$ cat config.mk
export PLATFORM = sky130hd
export DESIGN_NAME = pchm_xform
export DESIGN_NICKNAME = d
export VERILOG_FILES = /design/src/rtl/pchm_pkg.sv /design/src/rtl/pchm_xform.sv
export SDC_FILE = /design/constraint.sdc
export NUM_CORES = 2
export LEC_CHECK = 0
export ABC_AREA = 1
export BUFFER_PORTS_ARGS = -buffer_cell sky130_fd_sc_hd__buf_2
export CORE_MARGIN = 10
export CORE_UTILIZATION = 30
export CTS_CLUSTER_DIAMETER = 200
export DETAILED_ROUTE_END_ITERATION = 10
export HOLD_SLACK_MARGIN = 0.05
export SYNTH_ARGS = -nofsm -noshare
export SYNTH_HDL_FRONTEND = slang
export SYNTH_SLANG_ARGS = --single-unit
export TNS_END_PERCENT = 100
$ cat constraint.sdc
create_clock -name clk -period 14.9 [get_ports clk]
set_input_delay 2.235 -clock clk [delete_from_list [all_inputs] [get_ports clk]]
set_output_delay 2.235 -clock clk [all_outputs]
set_load 0.02 [all_outputs]
$ cat src/rtl/pchm_pkg.sv
package pchm_pkg;

  localparam int MAP_SIDE_DEF = 1024;

  localparam int CFG_W = 24;
  localparam int CFG_IDX_W = 3;

  // configuration register indexes
  localparam logic [CFG_IDX_W-1:0] CFG_ORIGIN_X = 3'd0;
  localparam logic [CFG_IDX_W-1:0] CFG_SCALE_X  = 3'd1;
  localparam logic [CFG_IDX_W-1:0] CFG_ORIGIN_Y = 3'd2;
  localparam logic [CFG_IDX_W-1:0] CFG_SCALE_Y  = 3'd3;
  localparam logic [CFG_IDX_W-1:0] CFG_ORIGIN_Z = 3'd4;
  localparam logic [CFG_IDX_W-1:0] CFG_SCALE_Z  = 3'd5;

  localparam logic [23:0] SCALE_ONE = 24'h010000;

  // item kinds
  localparam logic KIND_POINT = 1'b0;
  localparam logic KIND_READ  = 1'b1;

  typedef struct packed {
    logic               kind;
    logic signed [15:0] x_mm;
    logic signed [15:0] y_mm;
    logic signed [15:0] z_mm;
    logic               z_valid;
    logic [9:0]         read_col;
    logic [9:0]         read_row;
  } in_item_t;

  typedef struct packed {
    logic [15:0] height;
    logic [19:0] cell_index;
  } out_item_t;

  // mapped item from the transform stage
  typedef struct packed {
    logic        hit;
    logic [15:0] height;
    logic [19:0] cell_index;
  } xf_res_t;

endpackage

$ cat src/rtl/pchm_xform.sv
module pchm_xform #(
  parameter int MAP_SIDE = pchm_pkg::MAP_SIDE_DEF
) (
  input  logic                                   clk,
  input  logic                                   en_mul,
  input  logic                                   en_adr,
  input  pchm_pkg::in_item_t                     item,
  input  logic signed [15:0]                     origin_x,
  input  logic [23:0]                            scale_x,
  input  logic signed [15:0]                     origin_y,
  input  logic [23:0]                            scale_y,
  input  logic signed [15:0]                     origin_z,
  input  logic [23:0]                            scale_z,
  output pchm_pkg::xf_res_t                      res,
  output logic [$clog2(MAP_SIDE*MAP_SIDE)-1:0]   idx
);
  import pchm_pkg::*;

  localparam int CELLS = MAP_SIDE * MAP_SIDE;
  localparam int AW = $clog2(CELLS);
  localparam int CW = $clog2(MAP_SIDE);
  localparam logic [23:0] SIDE_Q = 24'(MAP_SIDE);
  localparam logic [12:0] SIDE_R = 13'(MAP_SIDE);

  logic signed [16:0] dx, dy, dz;
  logic [39:0] prod_x_r, prod_y_r, prod_z_r;
  logic        neg_x_r, neg_y_r, neg_z_r;
  logic [23:0] qx, qy, qz;
  logic        col_ok, row_ok, rd_ok;
  logic [15:0] hgt;
  logic [AW-1:0] pt_idx, rd_idx;
  logic [31:0] rd_lin;
  xf_res_t     res_r;
  logic [AW-1:0] idx_r;

  assign dx = {item.x_mm[15], item.x_mm} - {origin_x[15], origin_x};
  assign dy = {item.y_mm[15], item.y_mm} - {origin_y[15], origin_y};
  assign dz = {item.z_mm[15], item.z_mm} - {origin_z[15], origin_z};

  // one 16x24 product per axis, negative offsets flagged
  always_ff @(posedge clk) begin
    if (en_mul) begin
      prod_x_r <= 40'(dx[15:0]) * 40'(scale_x);
      prod_y_r <= 40'(dy[15:0]) * 40'(scale_y);
      prod_z_r <= 40'(dz[15:0]) * 40'(scale_z);
      neg_x_r  <= dx[16];
      neg_y_r  <= dy[16];
      neg_z_r  <= dz[16];
    end
  end

  assign qx = prod_x_r[39:16];
  assign qy = prod_y_r[39:16];
  assign qz = prod_z_r[39:16];

  assign col_ok = !neg_x_r && (qx < SIDE_Q);
  assign row_ok = !neg_y_r && (qy < SIDE_Q);

  always_comb begin
    if (neg_z_r) begin
      hgt = 16'h0000;
    end else if (qz[23:16] != 8'h00) begin
      hgt = 16'hffff;
    end else begin
      hgt = qz[15:0];
    end
  end

  assign pt_idx = AW'(AW'(qy[CW-1:0]) * AW'(MAP_SIDE) + AW'(qx[CW-1:0]));

  assign rd_ok  = ({3'b000, item.read_col} < SIDE_R) && ({3'b000, item.read_row} < SIDE_R);
  assign rd_lin = 32'(item.read_row) * 32'(MAP_SIDE) + 32'(item.read_col);
  assign rd_idx = rd_lin[AW-1:0];

  always_ff @(posedge clk) begin
    if (en_adr) begin
      if (item.kind == KIND_READ) begin
        res_r.hit <= rd_ok;
        idx_r     <= rd_idx;
      end else begin
        res_r.hit <= item.z_valid && col_ok && row_ok;
        idx_r     <= pt_idx;
      end
      res_r.height     <= hgt;
      res_r.cell_index <= rd_lin[19:0];
    end
  end

  assign res = res_r;
  assign idx = idx_r;

endmodule

== Word level (Yosys, flattened, before mapping) ==
Index checks and enable logic that the tools add are counted.
W data, S select, Z words.

* Add/subtract/negate cells: 5
* Multiply operators: 3
* Div/mod/pow operators: 0
* $lt $le $gt $ge: 2
* Eq/ne operators: 0
* Shifts and indexed selects: 0
* Muxes and demuxes: 2
* Bitwise gates (word level): 0
* Reductions and logical operators: 7

{| class="wikitable"
|+ Operator list
! operator !! number
|-
| $mul A16 B24 Y40 || 3
|-
| $sub A16 B16 Y17 || 3
|-
| $lt A24 B11 Y1 const B || 2
|-
| $add A20 B10 Y20 || 2
|-
| $mux W20 || 1
|-
| $mux W16 || 1
|-
| $reduce_bool A8 Y1 || 1
|-
| $logic_and A1 B1 Y1 || 4
|-
| $logic_not A1 Y1 || 2
|}

* Bits in registers: 180
* Latch bits: 0
* RAM bits: 0
* Bits in read-only memories: 0
* Input port bits: 193
* Output and inout port bits: 57
* Logic and storage cells: 29
* Memories: 0

== Longest topological paths before layout ==
* Depth after elaboration: 4
* Gate-level depth with buffers: 37
* Gate-level depth less buffers: 36

== Least setup slack after synthesis ==
No wires, ideal clock.

* Kind: in2reg
* From: input item[37] (netlist name)
* To: register prod_y_r[36], data pin
* Setup time: 0.252 ns
* Arrival time: 8.167 ns
* Required time: 14.648 ns
* Slack: 6.481 ns
* Stages: 34
* Path buffers: 1
* Cells stage by stage: inv_1 ha_1 inv_1 fa_1 nand2_1 nand3_1 o21ai_1 inv_1 nand2_1 nand2_1 inv_1 clkbuf_1 nand2_1 fa_1 inv_1 fa_1 fa_1 inv_1 fa_1 inv_1 fa_1 inv_1 fa_1 inv_1 ha_1 a21oi_1 a21boi_0 o21ai_0 a21oi_1 nand2_1 nand2_1 nand2_1 nand2_1 nand2_1

* Cells in the longest elaborated chain, start to end: 2

{| class="wikitable"
|+ RTL lines
! what !! line !! source
|-
| start, declared || pchm_xform.sv:7 || <nowiki>input pchm_pkg::in_item_t item,</nowiki>
|-
| $sub A16 B16 Y17 || pchm_xform.sv:37 || <nowiki>assign dy = {item.y_mm[15], item.y_mm} - {origin_y[15], origin_y};</nowiki>
|-
| $mul A16 B24 Y40 || pchm_xform.sv:44 || <nowiki>prod_y_r <= 40'(dy[15:0]) * 40'(scale_y);</nowiki>
|-
| end signal, assigned || pchm_xform.sv:44 ||
|-
| end, declared || pchm_xform.sv:26 || <nowiki>logic [39:0] prod_x_r, prod_y_r, prod_z_r;</nowiki>
|}

No other way between the ends.
A chain may end at the register's enable or synchronous reset.

== Worst setup path in the final report ==
* From: input item[53] (netlist name)
* To: register prod_x_r[35], data pin

* Cells in the longest elaborated chain, start to end: 2

{| class="wikitable"
|+ RTL lines
! what !! line !! source
|-
| $sub A16 B16 Y17 || pchm_xform.sv:36 || <nowiki>assign dx = {item.x_mm[15], item.x_mm} - {origin_x[15], origin_x};</nowiki>
|-
| $mul A16 B24 Y40 || pchm_xform.sv:43 || <nowiki>prod_x_r <= 40'(dx[15:0]) * 40'(scale_x);</nowiki>
|-
| end signal, assigned || pchm_xform.sv:43 ||
|-
| end, declared || pchm_xform.sv:26 ||
|}

No other way between the ends.

==> summary.md <==
| Metric | Value |
|---|---|
| Outcome | complete, no violations |
| Grt ovf | 0 |
| Hold slack | between 0.5 and 0.6 ns |
| Max H-tree Level | 4 |
| Filler cell count | 15830 |
| DIE HEIGHT | a little over 400 µm |
| Setup crit start kind | primary input |
| Max-cap viol count | 0 |
| FF-to-FF setup slack | roughly 13 ns |
| Antenna Cells | 0 |
| Setup Buffers After CTS | 0 |
| Residual DRC | 0 |
| Crit share post-route | between 60% and 70% |
| DRT Pass-1 Iters | 5 |
| Reg2Reg Depth | 3 |
| Top-area cell type share of the netlist area | between 40% and 50% |
| Final Max Tran Viols | 0 |
| CP Class | primary input to flop |
| Vias per cell | around 5 |
| Final WL | between 100000 and 150000 µm |
| Critical Path Max Stage Delay | slightly above 0.7 ns |
| Starting Density | between 30% and 40% |
| Reg2Reg Launch Point | prod_z_r[32] |
| Least-Margin Pin Slew | roughly 1.2 ns |
| Ys Warns | 0 |
| Vias in the first global route | 40640 |
| Worst-path fanout max | 13 |
| Share of cells above drive strength 1 | under 10% |
| Die Footprint | 165500 µm² |
| FFs w/ async S/R, synth | 0% |
| Worst min-delay path category | flop to flop |
| Hold path endpoint | idx[13] |
| Fmax | 0.1033 GHz |
| Setup ws final | about 5.2 ns |
| RSZ-0062 raised after global routing | false |
| Crit path arrival time | 9.89 ns |
| Gp weighted congestion | 0.9243 |
| Worst Hold Launch | prod_y_r[19] |
| Mapped Avg Cell Area | about 7.9 µm² |
| Nets | a little over 7000 |
| Hold Crit Depth | 2 |
| Num ports | 250 |
| Routed len/inst | approximately 19 µm |
| Antenna-violating nets left | 0 |
| Relative slew slack | between 10% and 20% |
| Clk_lat worst skew | roughly 0.45 ns |
| Synthesis-to-layout area growth | 7.747% |
| Placement Rows | ~140 |
| CP endpoint kind | flop |
| Die X | between 400 and 500 µm |
| Sink Count | approximately 130 |
| DRT iter0 DRCs | around 2600 |
| Register area | between 3000 and 4000 µm² |
| CTS Buffer Depth | 2 |
| Vias | between 30000 and 40000 |
| WP data required | ~15 ns |
| Post-cts resize count | 0 |
| Syn_nets | 7150 |
| Hold Vio Cnt, Final | 0 |
| TritonCTS Buffers | 17 |
| Max stage delay cell, worst path | nand2_1 |
| Initial antenna violation count | 6 |
| Synth Instances | ~5700 |
| Post-synthesis sequential area ratio | a little under 9% |
| Final setup violation count | 0 |
| Place WS | a little over 5 ns |
| Tot GR Track Use | 17.29% |
| Final HPWL DP | around 120000 µm |
| Core area | ~150000 µm² |
| CTS root buf | clkbuf_16 |
| DP Area | roughly 48000 µm² |
| Worst Skew | approximately 0.013 ns |
| Final Cell Area | slightly below 50000 µm² |
| PortBufs | between 200 and 250 |
| Most used DFF post-synth | edfxtp_1 |
| First-pass GRT wire length | 225900 µm |
| Yosys cell types | 51 |
| Reg clk slew, reported paths | around 0.06 ns |
| R2r endpoint | res[29] |
| Netlist Area Pre-Place | 44900 µm² |
| Multi-input logic area | ~35000 µm² |
| Yosys reg bits | between 100 and 150 |
| Largest net degree at the start of global routing | 58 |
| Post-route setup TNS | 0 ns |
| Min Tclk post-route | 9.685 ns |
| Post-synth EDFFs | ~130 |
| CTS Hold Bufs | 0 |
| CTS tree | yes |
| Biggest area consumer among synthesized cells | fa_1 |
| Most common cell on crit path | fa_1 |
| Largest cells by area after synthesis | fa_1 (41%), inv_1 (12%), ha_1 (11%) |
-- Yosys cell counts, drive strengths merged, types with 4 or more instances --
library cell	count
nor2	545
inv	1480
clkinv	4
xor2	37
nand3	334
a31oi	8
a21oi	197
ha	378
o21bai	11
nand4	15
or2	26
buf	71
nand3b	8
a21o	16
nor4	13
fa	918
nor3	39
edfxtp	132
nand2	1175
o21ai	100
o21a	15
xnor2	7
a21boi	9
clkbuf	105
o311ai	4
-- layout by cell type (no fill, tap or decap), drive strengths merged, types with 4 or more instances in the layout --
cell,count
inv,1487
nand2,1175
fa,918
nor2,545
ha,378
nand3,334
buf,260
a21oi,197
edfxtp,132
o21ai,100
nor3,39
xor2,37
or2,26
clkbuf,17
a21o,16
nand4,15
o21a,15
nor4,13
o21bai,11
clkinv,10
a21boi,9
a31oi,8
nand3b,8
xnor2,7
o311ai,4
-- flip-flops by register name, indices dropped and copies added (netlist names) --
name      count
res          37
prod_x_r     24
prod_y_r     24
prod_z_r     24
idx          20
neg_x_r       1
neg_y_r       1
neg_z_r       1
-- worst max-delay path by stage --
stage	cells past startpoint	slack, ns	to	from
6_report	32	5.21	prod_x_r[35]	item[53]
5_1_grt	32	4.93	prod_x_r[35]	item[53]
4_1_cts	32	5.50	prod_x_r[35]	item[53]
3_5_place_dp	32	5.04	prod_x_r[35]	item[53]
3_3_place_gp	32	5.11	prod_x_r[35]	item[53]
2_1_floorplan	34	6.48	prod_y_r[36]	item[37]
-- per-stage QoR --
step                instances  utilization, %
finish                   7707           32.65
floorplan                5661               -
global placement         7675           32.26
global route             7707           32.65
detailed placement       7675           32.26
CTS                      7707           32.65
-- routing by layer --
layer | track usage (%) | vias up | share of wire [%]
met5 | 0.3800 | - | 0.097
met4 | 5.222 | 11 | 3.4
met3 | 3.629 | 319 | 8.4
met2 | 28.89 | 1497 | 47
met1 | 22.34 | 18860 | 42
li1 | - | 16960 | -
-- worst max-delay path: cells and delay by family --
family,cells,cell delay (ns)
buffers and inverters,7,0.43
AOI/OAI and AO/OA,6,1.32
and+or+nand+nor,10,2.21
adders and majority gates,9,3.65
-- cell type report --
type                            instances  share of cell area, %
Clock inverter                         15                 0.2974
Tap cell                             1930                  4.991
Clock buffer                           17                 0.8793
Multi-Input combinational cell       3869                  71.37
Inverter                             1484                  11.51
Timing Repair Buffer                  260                  2.752
Sequential cell                       132                  8.193
-- logic make-up after synthesis --
kind of cell / after synthesis / synth area share (%)
buf+inv: 1660 / 14.30
flops: 132 / 8.828
fa+ha+maj: 1296 / 51.46
compound gates: 372 / 4.606
simple gates: 2157 / 19.94
xor+xnor: 44 / 0.8583
Power is left out: the tool's default activity adds up to more than one toggle a clock period on the data nets, which glitch-free logic cannot reach.
